--- src/hdl/twwm_pkg.sv ---
// Shared types, constants and helpers of the text measurement block.
// No dependencies.
`default_nettype none
package twwm_pkg;

    localparam int GLYPH_SLOTS      = 128;
    localparam int GLYPH_IDX_W      = $clog2(GLYPH_SLOTS);
    localparam int CHUNK_SPAN_LIMIT = 16;
    localparam int COORD_BITS       = 16;
    localparam int QUEUE_DEPTH      = 2;
    localparam int QUEUE_PTR_W      = $clog2(QUEUE_DEPTH);

    localparam logic [7:0] FIRST_GLYPH = 8'd33;
    localparam logic [7:0] CODE_TAB    = 8'd9;
    localparam logic [7:0] CODE_NL     = 8'd10;
    localparam logic [7:0] CODE_FF     = 8'd12;
    localparam logic [7:0] CODE_SPACE  = 8'd32;
    localparam logic [7:0] CODE_HIGH   = 8'd128;
    localparam logic [4:0] SPAN_MAX    = 5'd31;

    localparam logic [2:0] REG_WRAP  = 3'd0;
    localparam logic [2:0] REG_MAXW  = 3'd1;
    localparam logic [2:0] REG_SPACE = 3'd2;
    localparam logic [2:0] REG_LINEH = 3'd3;
    localparam logic [2:0] REG_GCNT  = 3'd4;

    typedef struct packed {
        logic        wrap;
        logic [11:0] max_w;
        logic [5:0]  space_w;
        logic [7:0]  line_h;
        logic [7:0]  glyph_cnt;
    } t_cfg;

    typedef enum logic [2:0] {
        K_LOAD, K_GLYPH, K_FF, K_TAB, K_SPACE, K_NL, K_OTHER
    } t_kind;

    typedef struct packed {
        t_kind                  kind;
        logic [GLYPH_IDX_W-1:0] addr;
        logic [7:0]             gwidth;
        logic                   last;
    } t_item;

    function automatic logic [COORD_BITS-1:0] sat_add(input logic [COORD_BITS-1:0] a,
                                                      input logic [COORD_BITS-1:0] b);
        logic [COORD_BITS:0] s;
        s = {1'b0, a} + {1'b0, b};
        return s[COORD_BITS] ? {COORD_BITS{1'b1}} : s[COORD_BITS-1:0];
    endfunction

endpackage
`default_nettype wire

--- src/hdl/twwm_front.sv ---
// Front end: accepts stream transactions, classifies each byte, queues the items.
// Depends on twwm_pkg.
`default_nettype none
module twwm_front import twwm_pkg::*; (
    input  wire logic  i_clk,
    input  wire logic  i_rst_n,
    input  wire t_cfg  i_cfg,
    input  wire logic  i_valid,
    output logic       o_ready,
    input  wire logic  i_cmd,
    input  wire logic [7:0] i_code,
    input  wire logic [7:0] i_gwidth,
    input  wire logic  i_last,
    output logic       o_q_valid,
    input  wire logic  i_q_ready,
    output t_item      o_q_item
);

    t_item                  r_q [QUEUE_DEPTH];
    logic [QUEUE_PTR_W-1:0] r_wp, r_rp;
    logic [QUEUE_PTR_W:0]   r_cnt;

    t_item      c_item;
    logic       c_keep;
    logic [7:0] c_gidx;
    logic       c_glyph;
    logic       c_push, c_pop;

    always_comb begin
        c_gidx  = i_code - FIRST_GLYPH;
        c_glyph = (i_code >= FIRST_GLYPH) && (i_code < CODE_HIGH)
                  && (c_gidx < i_cfg.glyph_cnt)
                  && ({1'b0, c_gidx} < 9'(GLYPH_SLOTS));
        c_item.gwidth = i_gwidth;
        c_item.last   = i_last;
        c_item.addr   = c_gidx[GLYPH_IDX_W-1:0];
        c_keep        = 1'b1;
        if (!i_cmd) begin
            c_item.kind = K_LOAD;
            c_item.addr = i_code[GLYPH_IDX_W-1:0];
            c_keep      = ({1'b0, i_code} < 9'(GLYPH_SLOTS));
        end else if (c_glyph)              c_item.kind = K_GLYPH;
        else if (i_code == CODE_FF)        c_item.kind = K_FF;
        else if (i_code == CODE_TAB)       c_item.kind = K_TAB;
        else if (i_code == CODE_SPACE)     c_item.kind = K_SPACE;
        else if (i_code == CODE_NL)        c_item.kind = K_NL;
        else                               c_item.kind = K_OTHER;
    end

    assign o_ready   = (r_cnt != (QUEUE_PTR_W+1)'(QUEUE_DEPTH));
    assign o_q_valid = (r_cnt != '0);
    assign o_q_item  = r_q[r_rp];
    assign c_push    = i_valid && o_ready && c_keep;
    assign c_pop     = o_q_valid && i_q_ready;

    always_ff @(posedge i_clk) begin
        if (c_push) begin
            r_q[r_wp] <= c_item;
        end
        if (!i_rst_n) begin
            r_wp  <= '0;
            r_rp  <= '0;
            r_cnt <= '0;
        end else begin
            if (c_push) r_wp <= r_wp + 1'b1;
            if (c_pop)  r_rp <= r_rp + 1'b1;
            r_cnt <= r_cnt + (QUEUE_PTR_W+1)'(c_push) - (QUEUE_PTR_W+1)'(c_pop);
        end
    end

endmodule
`default_nettype wire

--- src/hdl/twwm_back.sv ---
// Back end: glyph width memory, layout state machine, tab-stop divider, result register.
// Depends on twwm_pkg.
`default_nettype none
module twwm_back import twwm_pkg::*; (
    input  wire logic  i_clk,
    input  wire logic  i_rst_n,
    input  wire t_cfg  i_cfg,
    input  wire logic  i_q_valid,
    output logic       o_q_ready,
    input  wire t_item i_q_item,
    output logic       o_valid,
    input  wire logic  i_ready,
    output logic [COORD_BITS-1:0] o_width,
    output logic [COORD_BITS-1:0] o_height
);

    localparam int CB    = COORD_BITS;
    localparam int CNT_W = $clog2(CB + 2);

    typedef enum logic [2:0] {
        S_IDLE, S_EXEC, S_APPLY, S_DIV, S_FIN, S_OUT
    } t_state;

    logic [7:0] r_gmem [GLYPH_SLOTS];

    t_state         r_state;
    t_item          r_item;
    logic [7:0]     r_gw;
    logic [CB-1:0]  r_pen, r_widest, r_height, r_cw;
    logic [4:0]     r_span;
    logic           r_active, r_at_start, r_skip, r_first, r_at0;
    logic [CB:0]    r_sum, r_dq;
    logic [8:0]     r_rem;
    logic [CNT_W-1:0] r_cnt;
    logic           r_m_valid;
    logic [CB-1:0]  r_m_width, r_m_height;

    // chunk close: optional wrap to a new line, then advance past the chunk
    logic [CB:0]   cl_sum;
    logic          cl_wrap;
    logic [CB-1:0] cl_pen, cl_widest, cl_height, cl_base;
    logic [CB:0]   gl_sum;
    logic          gl_break;
    logic [CB-1:0] gw_p1, pen_max, nl_height;
    logic [8:0]    stop;
    logic [9:0]    rem_sh;
    logic [8:0]    rem_nx;
    logic [4:0]    span_p1;
    logic          go_fin;
    logic          ex_apply;
    logic          tab_div;

    always_comb begin
        cl_sum    = {1'b0, r_pen} + {1'b0, r_cw};
        cl_wrap   = i_cfg.wrap && !r_at_start && (cl_sum >= (CB+1)'(i_cfg.max_w));
        pen_max   = (r_pen > r_widest) ? r_pen : r_widest;
        nl_height = sat_add(r_height, CB'(i_cfg.line_h));
        cl_widest = cl_wrap ? pen_max : r_widest;
        cl_height = cl_wrap ? nl_height : r_height;
        cl_base   = cl_wrap ? '0 : r_pen;
        cl_pen    = sat_add(sat_add(cl_base, r_cw), CB'(1));
        gw_p1     = CB'({1'b0, r_gw} + 9'd1);
        gl_sum    = {1'b0, r_cw} + (CB+1)'(gw_p1);
        gl_break  = (r_span > 5'(CHUNK_SPAN_LIMIT)) || (gl_sum >= (CB+1)'(i_cfg.max_w));
        span_p1   = (r_span < SPAN_MAX) ? r_span + 5'd1 : r_span;
        stop      = {i_cfg.space_w, 3'b000};
        rem_sh    = {r_rem, r_dq[CB]};
        rem_nx    = (rem_sh >= {1'b0, stop}) ? 9'(rem_sh - {1'b0, stop}) : rem_sh[8:0];
        go_fin    = r_item.last;
        // bytes that neither skip nor extend a chunk need the apply step
        ex_apply  = !(r_skip || (r_active && r_item.kind == K_FF)
                      || (r_item.kind == K_GLYPH && i_cfg.wrap));
        tab_div   = (r_item.kind == K_TAB) && (stop != '0);
    end

    assign o_q_ready = (r_state == S_IDLE);
    assign o_valid   = r_m_valid;
    assign o_width   = r_m_width;
    assign o_height  = r_m_height;

    always_ff @(posedge i_clk) begin
        if (r_state == S_IDLE && i_q_valid) begin
            if (i_q_item.kind == K_LOAD) begin
                r_gmem[i_q_item.addr] <= i_q_item.gwidth;
            end
            r_gw <= r_gmem[i_q_item.addr];
        end
    end

    always_ff @(posedge i_clk) begin
        if (!i_rst_n) begin
            r_state    <= S_IDLE;
            r_pen      <= '0;
            r_widest   <= '0;
            r_height   <= CB'(8'd32);
            r_cw       <= '0;
            r_span     <= '0;
            r_active   <= 1'b0;
            r_at_start <= 1'b0;
            r_skip     <= 1'b0;
            r_first    <= 1'b1;
            r_at0      <= 1'b0;
            r_m_valid  <= 1'b0;
        end else begin
            if (i_ready && r_state != S_OUT) r_m_valid <= 1'b0;
            case (r_state)
                S_IDLE: begin
                    if (i_q_valid && i_q_item.kind != K_LOAD) begin
                        r_item <= i_q_item;
                        r_at0  <= r_first;
                        r_first <= 1'b0;
                        if (r_first) begin
                            r_pen      <= '0;
                            r_widest   <= '0;
                            r_height   <= CB'(i_cfg.line_h);
                            r_cw       <= '0;
                            r_span     <= '0;
                            r_active   <= 1'b0;
                            r_at_start <= 1'b0;
                            r_skip     <= 1'b0;
                        end
                        r_state <= S_EXEC;
                    end
                end
                S_EXEC: begin
                    r_state <= ex_apply ? S_APPLY : (go_fin ? S_FIN : S_IDLE);
                    if (r_skip) begin
                        r_skip <= 1'b0;
                        if (r_active) r_span <= span_p1;
                    end else if (r_active && r_item.kind == K_FF) begin
                        r_span <= span_p1;
                        r_skip <= 1'b1;
                    end else if (r_item.kind == K_GLYPH && i_cfg.wrap) begin
                        if (r_active && gl_break) begin
                            r_pen      <= cl_pen;
                            r_widest   <= cl_widest;
                            r_height   <= cl_height;
                            r_cw       <= CB'(r_gw);
                            r_span     <= '0;
                            r_at_start <= 1'b0;
                        end else if (r_active) begin
                            r_cw   <= sat_add(r_cw, gw_p1);
                            r_span <= span_p1;
                        end else begin
                            r_active   <= 1'b1;
                            r_cw       <= CB'(r_gw);
                            r_span     <= '0;
                            r_at_start <= r_at0;
                        end
                    end else begin
                        if (r_active) begin
                            r_pen      <= cl_pen;
                            r_widest   <= cl_widest;
                            r_height   <= cl_height;
                            r_active   <= 1'b0;
                            r_cw       <= '0;
                            r_span     <= '0;
                            r_at_start <= 1'b0;
                        end
                    end
                end
                S_APPLY: begin
                    r_state <= tab_div ? S_DIV : (go_fin ? S_FIN : S_IDLE);
                    case (r_item.kind)
                        K_TAB: begin
                            if (stop != '0) begin
                                r_sum   <= {1'b0, r_pen} + (CB+1)'(stop);
                                r_dq    <= {1'b0, r_pen} + (CB+1)'(stop);
                                r_rem   <= '0;
                                r_cnt   <= '0;
                            end
                        end
                        K_SPACE: r_pen <= sat_add(r_pen, CB'(i_cfg.space_w));
                        K_NL: begin
                            r_widest <= pen_max;
                            r_pen    <= '0;
                            r_height <= nl_height;
                        end
                        K_FF:    r_skip <= 1'b1;
                        K_GLYPH: r_pen <= sat_add(r_pen, gw_p1);
                        default: ;
                    endcase
                end
                S_DIV: begin
                    // restoring remainder of (pen + stop) / stop, one bit per cycle
                    r_rem <= rem_nx;
                    r_dq  <= {r_dq[CB-1:0], 1'b0};
                    r_cnt <= r_cnt + 1'b1;
                    if (r_cnt == CNT_W'(CB)) begin
                        r_pen   <= (r_sum - (CB+1)'(rem_nx)) > (CB+1)'({CB{1'b1}})
                                   ? {CB{1'b1}} : CB'(r_sum - (CB+1)'(rem_nx));
                        r_state <= go_fin ? S_FIN : S_IDLE;
                    end
                end
                S_FIN: begin
                    if (r_active) begin
                        r_pen      <= cl_pen;
                        r_widest   <= cl_widest;
                        r_height   <= cl_height;
                        r_active   <= 1'b0;
                        r_cw       <= '0;
                        r_span     <= '0;
                        r_at_start <= 1'b0;
                    end
                    r_state <= S_OUT;
                end
                S_OUT: begin
                    if (!r_m_valid || i_ready) begin
                        r_m_valid  <= 1'b1;
                        r_m_width  <= pen_max;
                        r_m_height <= r_height;
                        r_widest   <= pen_max;
                        r_skip     <= 1'b0;
                        r_first    <= 1'b1;
                        r_state    <= S_IDLE;
                    end
                end
                default: r_state <= S_IDLE;
            endcase
        end
    end

endmodule
`default_nettype wire

--- src/hdl/text_word_wrap_measure.sv ---
// Text measurement block: measures the laid-out width and height of a byte string
// with greedy word wrapping. Input is a stream of text bytes and glyph width loads
// (s_axis), output one transaction per string (m_axis), registers over APB.
// Glyph load: tuser = 0, tdata[7:0] = table index, tdata[15:8] = width.
// Text byte: tuser = 1, tdata[7:0] = byte, tlast marks the final byte of a string.
// Result: m_axis_tdata[15:0] = widest line, [31:16] = total height, both saturated.
// A two-entry queue sits between the classifier and the layout engine, so the
// input keeps accepting, until the queue is full, while the engine works and
// while a result waits. In the layout engine every text byte passes an execute
// step; all but a glyph gathered into a chunk, a skipped byte and a form feed
// inside a chunk then take an apply step, and a tab with a nonzero stop then
// runs a 17-step restoring divider for the tab stop. A final byte then closes
// the chunk and registers the result; a glyph load is written to memory while idle.
// The glyph width memory is read while idle, in the cycle before the execute step.
// Reset clears the queue, layout state and registers to their defaults; glyph
// widths are undefined until loaded. When m_axis_tready is low the result holds
// and the engine stalls at its next final byte; the queue then fills and
// s_axis_tready drops.
`default_nettype none
module text_word_wrap_measure import twwm_pkg::*; (
    input  wire logic        i_clk,
    input  wire logic        i_rst_n,
    input  wire logic        s_axis_tvalid,
    output logic             s_axis_tready,
    input  wire logic [15:0] s_axis_tdata,   // code, glyph_width
    input  wire logic        s_axis_tuser,   // cmd
    input  wire logic        s_axis_tlast,
    output logic             m_axis_tvalid,
    input  wire logic        m_axis_tready,
    output logic [31:0]      m_axis_tdata,   // widest line, total height
    input  wire logic        psel,
    input  wire logic        penable,
    input  wire logic        pwrite,
    input  wire logic [4:0]  paddr,
    input  wire logic [31:0] pwdata,
    output logic [31:0]      prdata,
    output logic             pready
);

    t_cfg  r_cfg;
    logic  q_valid, q_ready;
    t_item q_item;
    logic [COORD_BITS-1:0] res_w, res_h;
    logic [2:0] reg_idx;

    assign pready  = 1'b1;
    assign reg_idx = paddr[4:2];

    always_ff @(posedge i_clk) begin
        if (!i_rst_n) begin
            r_cfg.wrap      <= 1'b0;
            r_cfg.max_w     <= 12'd640;
            r_cfg.space_w   <= 6'd16;
            r_cfg.line_h    <= 8'd32;
            r_cfg.glyph_cnt <= 8'd94;
        end else if (psel && penable && pwrite && pready) begin
            case (reg_idx)
                REG_WRAP:  r_cfg.wrap      <= pwdata[0];
                REG_MAXW:  r_cfg.max_w     <= pwdata[11:0];
                REG_SPACE: r_cfg.space_w   <= pwdata[5:0];
                REG_LINEH: r_cfg.line_h    <= pwdata[7:0];
                REG_GCNT:  r_cfg.glyph_cnt <= pwdata[7:0];
                default: ;
            endcase
        end
    end

    always_comb begin
        case (reg_idx)
            REG_WRAP:  prdata = {31'd0, r_cfg.wrap};
            REG_MAXW:  prdata = {20'd0, r_cfg.max_w};
            REG_SPACE: prdata = {26'd0, r_cfg.space_w};
            REG_LINEH: prdata = {24'd0, r_cfg.line_h};
            REG_GCNT:  prdata = {24'd0, r_cfg.glyph_cnt};
            default:   prdata = '0;
        endcase
    end

    twwm_front u_front (
        .i_clk     (i_clk),
        .i_rst_n   (i_rst_n),
        .i_cfg     (r_cfg),
        .i_valid   (s_axis_tvalid),
        .o_ready   (s_axis_tready),
        .i_cmd     (s_axis_tuser),
        .i_code    (s_axis_tdata[7:0]),
        .i_gwidth  (s_axis_tdata[15:8]),
        .i_last    (s_axis_tlast),
        .o_q_valid (q_valid),
        .i_q_ready (q_ready),
        .o_q_item  (q_item)
    );

    twwm_back u_back (
        .i_clk     (i_clk),
        .i_rst_n   (i_rst_n),
        .i_cfg     (r_cfg),
        .i_q_valid (q_valid),
        .o_q_ready (q_ready),
        .i_q_item  (q_item),
        .o_valid   (m_axis_tvalid),
        .i_ready   (m_axis_tready),
        .o_width   (res_w),
        .o_height  (res_h)
    );

    assign m_axis_tdata = {16'(res_h), 16'(res_w)};

endmodule
`default_nettype wire

--- config.mk ---
export PLATFORM = sky130hd
export DESIGN_NAME = text_word_wrap_measure
export DESIGN_NICKNAME = d
export VERILOG_FILES = /design/src/hdl/twwm_pkg.sv /design/src/hdl/twwm_front.sv /design/src/hdl/twwm_back.sv /design/src/hdl/text_word_wrap_measure.sv
export SDC_FILE = /design/constraint.sdc
export NUM_CORES = 2
export LEC_CHECK = 0
export BUFFER_PORTS_ARGS = -buffer_cell sky130_fd_sc_hd__buf_4
export CELL_PAD_IN_SITES_DETAIL_PLACEMENT = 0
export CELL_PAD_IN_SITES_GLOBAL_PLACEMENT = 1
export CORE_MARGIN = 4
export CORE_UTILIZATION = 56
export CTS_CLUSTER_SIZE = 16
export DETAILED_ROUTE_END_ITERATION = 6
export GPL_ROUTABILITY_DRIVEN = 0
export GPL_TIMING_DRIVEN = 0
export PLACE_DENSITY = 0.95
export SLEW_MARGIN = 40
export SYNTH_ARGS = -nofsm -noshare
export SYNTH_HDL_FRONTEND = slang
export SYNTH_SLANG_ARGS = --single-unit
--- constraint.sdc ---
create_clock -name i_clk -period 19.7 [get_ports i_clk]
set_input_delay 3.94 -clock i_clk [delete_from_list [all_inputs] [get_ports i_clk]]
set_output_delay 3.94 -clock i_clk [all_outputs]
set_load 0.02 [all_outputs]
After elaboration in Yosys (flattened, before gate mapping)
Memory sizes are Yosys's and may differ from the RTL's. A register that Yosys moved wholly into a read port is not among the register bits.
Cells that the tools add are included.
{"block": "op_classes", "addsub": 18, "multipliers": 0, "div_mod_pow": 0, "order_cmp": 12, "eq_ne": 36, "n_shift": 0, "muxes": 114, "n_bitwise": 0, "reduce_logical": 56}
{"cell": "2-to-1 mux 16 bit", "n": 40}
{"cell": "case mux 16 bit (5 select lines)", "n": 2}
{"cell": "case mux 16 bit (3 select lines)", "n": 2}
{"cell": "adder 16 x 16 -> 17 bit", "n": 4}
{"cell": "case mux 16 bit (4 select lines)", "n": 1}
{"cell": "2-to-1 mux 5 bit", "n": 12}
{"cell": "case mux 12 bit (5 select lines)", "n": 1}
{"cell": ">= comparator 17 x 12 -> 1 bit", "n": 2}
{"cell": "2-to-1 mux 17 bit", "n": 2}
{"cell": "case mux 17 bit (2 select lines)", "n": 1}
{"cell": "2-to-1 mux 3 bit", "n": 11}
{"cell": "2-to-1 mux 1 bit", "n": 29}
{"cell": "2-to-1 mux 9 bit", "n": 3}
{"cell": "== test 8 x 4 -> 1 bit, second input constant", "n": 3}
{"cell": "less-than comparator 8 bit, second input constant", "n": 3}
{"cell": "== test 3 x 2 -> 1 bit, second input constant", "n": 6}
{"cell": "case mux 3 bit (6 select lines)", "n": 1}
{"cell": "case mux 9 bit (2 select lines)", "n": 1}
{"cell": "adder 16 x 1 -> 17 bit, second input constant", "n": 1}
{"cell": "adder 16 x 6 -> 17 bit", "n": 1}
{"cell": "adder 16 x 8 -> 17 bit", "n": 1}
{"cell": "adder 16 x 9 -> 17 bit", "n": 1}
{"cell": "greater-than comparator 17 x 16 -> 1 bit, second input constant", "n": 1}
{"cell": "subtractor 17 x 9 -> 17 bit", "n": 1}
{"cell": "other kinds (47)", "n": 106}
{"block": "word_totals", "reg_bits": 201, "latch_bits": 0, "ramBits": 1062, "rom_bits": 0, "in_bits": 62, "out_inout_bits": 67, "word_cells": 266, "mem_count": 2}
{"memory": "u_back.r_gmem", "depth": 128, "word_bits": 8, "read_ports": 1, "rd_ports_with_merged_regs": 1, "write_ports": 1, "line_no": "twwm_back.sv:24", "rtl": "logic [7:0] r_gmem [GLYPH_SLOTS];"}
{"memory": "u_front.r_q", "depth": 2, "word_bits": 19, "read_ports": 1, "rd_ports_with_merged_regs": 1, "write_ports": 1, "line_no": "twwm_front.sv:19", "rtl": "t_item r_q [QUEUE_DEPTH];"}

Depth between registers and ports, before layout
{"block": "depth", "word_depth": 13, "depth_mapped": 38, "ltp_nobuf": 33}

Hierarchy
Synthesis repeated with hierarchy kept, for this count alone.
{"block": "hier_totals", "hier_cells": 4080, "area_unflattened_um2": 55579.6}
{"module": "twwm_back", "instances": 1, "cells_each": 3712, "area_each_um2": 51549.4, "seq_area_each_um2": 35073.6}
{"module": "twwm_front", "instances": 1, "cells_each": 162, "area_each_um2": 2182.1, "seq_area_each_um2": 1241.2}
{"module": "text_word_wrap_measure", "instances": 1, "cells_each": 206, "area_each_um2": 1848.0, "seq_area_each_um2": 700.7}

Worst setup path after synthesis
Ideal clock, no wire load.
{"block": "synth_path", "kind": "input to output", "start": "in paddr[2]", "end": "out prdata[6]", "arrival_ns": 4.988, "t_required_ns": 15.760, "slack_ns": 10.772, "cell_stages": 4, "path_buffers": 1, "path_cell_list": "nor2b_1 -> clkbuf_1 -> a22oi_1 -> o21ai_0"}
{"block": "synth_between", "elab_chain_len": 2, "word_cells_on_any_way": 6, "classes_between": "eq/ne (4); mux (1); reduce/logical (1)"}
{"element": "start, declared", "line_no": "text_word_wrap_measure.sv:34", "rtl": "input wire logic [4:0] paddr,"}
{"element": "== test 3 bit (tied with other cells)", "line_no": "text_word_wrap_measure.sv:69", "rtl": "case (reg_idx)"}
{"element": "case mux 12 bit (5 select lines) *", "line_no": "text_word_wrap_measure.sv:69"}
{"element": "end, declared", "line_no": "text_word_wrap_measure.sv:36", "rtl": "output logic [31:0] prdata,"}
Mark *: on every way between the ends. The rest lies on a longest branch, timed or not.

Worst setup path in the final report
{"block": "layout_path", "start": "reg u_back.r_pen[1]", "end": "reg u_back.r_pen[13]"}
{"block": "layout_between", "elab_chain_len": 13, "word_cells_on_any_way": 19, "classes_between": "add/sub (5); order compare (1); mux (12); reduce/logical (1)"}
{"element": "start, declared", "line_no": "twwm_back.sv:29", "rtl": "logic [CB-1:0] r_pen, r_widest, r_height, r_cw;"}
{"element": "start signal, assigned", "line_no": "twwm_back.sv:135", "rtl": "r_pen <= cl_pen;"}
{"element": "start signal, assigned", "line_no": "twwm_back.sv:152", "rtl": "r_pen <= cl_pen;"}
{"element": "start signal, assigned", "line_no": "twwm_back.sv:173", "rtl": "K_SPACE: r_pen <= sat_add(r_pen, CB'(i_cfg.space_w));"}
{"element": "adder 16 x 16 -> 17 bit", "line_no": "twwm_back.sv:54", "rtl": "cl_sum = {1'b0, r_pen} + {1'b0, r_cw};"}
{"element": ">= comparator 17 x 12 -> 1 bit", "line_no": "twwm_back.sv:55", "rtl": "cl_wrap = i_cfg.wrap && !r_at_start && (cl_sum >= (CB+1)'(i_cfg.max_w));"}
{"element": "logical AND 1 bit", "line_no": "twwm_back.sv:55"}
{"element": "2-to-1 mux 16 bit", "line_no": "twwm_back.sv:60", "rtl": "cl_base = cl_wrap ? '0 : r_pen;"}
{"element": "adder 16 x 16 -> 17 bit", "line_no": "twwm_pkg.sv:49", "rtl": "s = {1'b0, a} + {1'b0, b};"}
{"element": "2-to-1 mux 16 bit", "line_no": "twwm_pkg.sv:50", "rtl": "return s[COORD_BITS] ? {COORD_BITS{1'b1}} : s[COORD_BITS-1:0];"}
{"element": "adder 16 x 1 -> 17 bit", "line_no": "twwm_pkg.sv:49"}
{"element": "2-to-1 mux 16 bit", "line_no": "twwm_pkg.sv:50"}
{"element": "2-to-1 mux 16 bit (on tied branches)", "line_no": "twwm_back.sv:151, twwm_back.sv:196, twwm_back.sv:134"}
{"element": "2-to-1 mux 16 bit", "line_no": "twwm_back.sv:133", "rtl": "end else if (r_item.kind == K_GLYPH && i_cfg.wrap) begin"}
{"element": "2-to-1 mux 16 bit", "line_no": "twwm_back.sv:130", "rtl": "end else if (r_active && r_item.kind == K_FF) begin"}
{"element": "2-to-1 mux 16 bit", "line_no": "twwm_back.sv:127", "rtl": "if (r_skip) begin"}
{"element": "case mux 16 bit (5 select lines) *", "line_no": "twwm_back.sv:106", "rtl": "case (r_state)"}
Mark *: on every way between the ends. The rest lies on a longest branch, timed or not. The select of a mux whose other input is x is not followed.
A chain may end at the register's enable or synchronous reset.

==> metrics list <==
- Detailed placement ended at an HPWL of 128000 um.
- Max IR drop VDD: 0.126 mV
- After clock tree synthesis, the clock-pin slew on the worst setup and hold paths is 0.07 ns.
- The clock drives 1272 sinks.
- Timing analysis after detailed placement gives a worst setup slack of 10.34 ns.
* Final Instance Count excl. Fillers: 5799
- The setup check on the worst reg-to-reg path leaves a slack of 10.14 ns.
* Wire length of the first global-routing pass: 273000 um
- In the post-synthesis netlist, the cell with the most instances is sky130_fd_sc_hd__edfxtp_1.
* Reg2Reg Launch Point: u_back.r_pen[1]
- After synthesis, the mean cell area works out to 13.4 sq um.
- Measured on the finished design, the core utilization comes to 0.638.
- Met3 usage in global routing: 0.161
* Fmax: 0.105 GHz
- Number of synthesized register bits: 1272
* Count of input and output buffers: 82
* Clock buffer depth: 3
- The share of synthesized area in the top cell type comes to 0.622.
- Clock tree synthesis inserted a total of 117 buffers.
* Number of enable-type register cells in the synthesized netlist: 1154
* Drt first pass iters: 7
- The run finished, with violations left.
- Worst-path cell with the longest stage delay: sky130_fd_sc_hd__dfxtp_1
* Residual DRC: 60
- Number of max-slew violations in the final report: 0
- After layout, the worst setup slack is 10.14 ns.
* Standard-cell row count: 115
- The critical path ends at u_back.r_pen[13].
- Violations in the final reports: DRC
* Clock Root Buffer: sky130_fd_sc_hd__clkbuf_16
* Count of final setup violators: 0
- For the worst flop-to-flop path, the logic depth is 36.
- Worst r2r dst: u_back.r_pen[13]
* Skew final: 0.0533 ns
* Cell repeated most along the worst path: sky130_fd_sc_hd__clkbuf_1
- Critical path fanouts, max: 11
- Sum of negative setup slack: 0 ns
- Summed over all cells, the static leakage comes to 0.0212 uW.
- Signed area change from the synthesized netlist to the final layout: 12.9%
* Count of buffering cells on the critical path with inverters included: 7
- At the pin with the least slew margin, the transition time is 1.20 ns.
* Type of the setup path with the least slack: reg2reg
* Post-synthesis async set-or-reset flop share: 0
* Yosys warnings: 0
- The most used flip-flop cell after synthesis is sky130_fd_sc_hd__edfxtp_1.
- The number of global-route vias before repair was 38800.
- Setup repair after global routing left no endpoint under its margin.
* First-iteration detailed-routing DRC count: 8087
* Detail-routed via count per cell: 7.23
- Placed Cells incl. Taps: 5566
* Required time worst endpoint: 20.28 ns
* Resized Gates After CTS: 0
* WL per Instance: 33.7 um
* Post-Synthesis Cell Area: 0.0557 sq mm
- For this run, the slowest stage of the critical path takes 0.74 ns.
* Maximum number of pins on one net before global-route repair: 109
* Number of cells on the critical path: 36
- Share of the yosys chip area belonging to registers: 0.665
- Final WL: 195000 um
- The most critical setup path has its startpoint at u_back.r_pen[1].
* Type of element launching the critical path: register
- The worst setup path is captured at a register.
* Number of distinct library cells after synthesis: 92
- Antenna violations before repair: 14
* Post-layout minimum cycle time: 9.56 ns
- The tool flagged a number of max-cap violations equal to 0.
* Global router's overall resource usage: 0.366
- Remaining number of nets flagged by the antenna check after routing: 0
* Count of hold buffers inserted by post-cts repair: 0
- The die is 323 um wide.
- Layer with the highest usage: met2
* Core box area: 0.0986 sq mm
- In this run the number of H-tree levels came out at 3.
* Met1 Use GR: 0.430
- Of the available clock period, the critical path in the final layout requires 0.485.
- The final count of hold timing violations is 0.
- Of the cells placed in the final design, the portion with a size suffix greater than 1 is 0.146.
- Clock latency on the worst-skew pair, taken at its later pin, is 0.75 ns.
- Overflow after GRT: 0
* Leading post-synthesis cells by cell area: sky130_fd_sc_hd__edfxtp_1 (62%), sky130_fd_sc_hd__a22oi_1 (4.7%), sky130_fd_sc_hd__dfxtp_1 (4.2%)
- Power density of the placed cells: 115 mW/mm^2
- Critical path's top delay family: compound AO/OA/AOI/OAI gates
- Initial core utilization: 0.565
- In the synthesized netlist, the cells that appear most often are sky130_fd_sc_hd__edfxtp_1 (1154), sky130_fd_sc_hd__a22oi_1 (352), sky130_fd_sc_hd__nor2_1 (305).
- TritonCTS built the clock tree.
- Number of nets at the end of the flow: 4613
* Max transition margin: 0.191
- In the global route stage, met2 resource usage came out at 0.536.
- Post-CTS Repair Setup Buffers: 0
- Detailed-route via count: 41900
* Instance count of the mapped netlist: 4158
- Post-synthesis cell type with the largest combined area: sky130_fd_sc_hd__edfxtp_1
- Overall die height: 323 um
- Data arrives at the worst endpoint at 10.13 ns.
* Die Footprint: 0.105 sq mm
- Pin placement for this block handled 129 I/O pins.
* Class of the tightest hold or removal check: reg2reg
==> per-layer routing <==
metal  vias to the layer above  wire, um
li1                      16800         -
met1                     19700     61800
met2                      4131     82400
met3                      1211     31700
met4                        16     19200
met5                         -       212
==> through the flow <==
step	total power, uW	hold slack (ns)	instance area (sq um)
6_report	7240	0.476	62900
5_1_grt	7340	0.488	62800
4_1_cts	7070	0.472	62600
3_5_place_dp	4850	0.457	58800
3_3_place_gp	4760	0.453	58000
2_1_floorplan	4100	0.428	55700
==> area by class of cell <==
type | instances | area [sq um]
flip-flops and latches | 1272 | 37000
diodes | 14 | 35.0
clock inverters | 79 | 798
fillers | 6910 | 35700
well taps | 1287 | 1610
clock buffers | 140 | 3060
inverters | 114 | 428
repair buffers | 102 | 958
multi-input cells | 2553 | 17800
plain buffers | 238 | 1160
==> cell families after synthesis <==
group,share of synthesized area
adders and majority gates,0.0356
DFF,0.665
muxes,0.0197
AOI/OAI and AO/OA,0.154
other,0.000135
and+or+nand+nor,0.0821
buffers and inverters,0.0272
xor gates and xnor gates,0.0165
==> placed cells by master (no fill, tap or decap), types with 71 or more instances in the layout <==
master,netlist,final
sky130_fd_sc_hd__o21ai_0,151,151
sky130_fd_sc_hd__nor2_2,0,111
sky130_fd_sc_hd__nand2_1,286,286
sky130_fd_sc_hd__a221oi_1,72,72
sky130_fd_sc_hd__buf_4,24,108
sky130_fd_sc_hd__dfxtp_1,118,118
sky130_fd_sc_hd__inv_1,112,112
sky130_fd_sc_hd__a21oi_1,178,178
sky130_fd_sc_hd__buf_2,68,93
sky130_fd_sc_hd__clkbuf_16,0,118
sky130_fd_sc_hd__xnor2_1,71,71
sky130_fd_sc_hd__edfxtp_1,1154,1154
sky130_fd_sc_hd__clkbuf_1,113,94
sky130_fd_sc_hd__nand3_1,88,88
sky130_fd_sc_hd__ha_1,144,144
sky130_fd_sc_hd__nor2_1,305,185
sky130_fd_sc_hd__a22o_1,91,91
sky130_fd_sc_hd__a22oi_1,352,352
==> worst min-delay path by stage <==
stage,start,end,slack (ns),depth (start not counted)
2_1_floorplan,u_back.r_height[5],u_back.o_height[5],0.43,0
3_3_place_gp,u_back.r_height[12],u_back.o_height[12],0.45,0
3_5_place_dp,u_back.r_height[2],u_back.o_height[2],0.46,0
4_1_cts,u_back.r_height[2],u_back.o_height[2],0.47,0
5_1_grt,u_back.r_height[2],u_back.o_height[2],0.49,0
6_report,u_back.r_height[2],u_back.o_height[2],0.48,0
==> sequential cells by signal, summed over array words and instances, names as in the netlist, 2 cells and up, named ones only <==
register and cells:
u_front.r_cnt 2, u_back.r_span 5, u_back.r_sum 17, u_back.o_width 16
u_back.r_height 16, u_back.r_gmem 1024, u_front.r_q 38, u_back.r_state 3
u_back.r_pen 16, u_back.r_rem 9, u_back.r_cw 16, u_back.r_item 3
u_back.r_widest 16, u_back.r_dq 17, u_back.r_cnt 5, r_cfg 35
u_back.r_gw 8, u_back.o_height 16
==> where the power goes <==
part	internal [uW]	switching (uW)
registers	3120	37.5
logic	455	1330
clock network	1270	1030
total	4840	2400
Note: power is estimated with default switching activity, not from simulation.
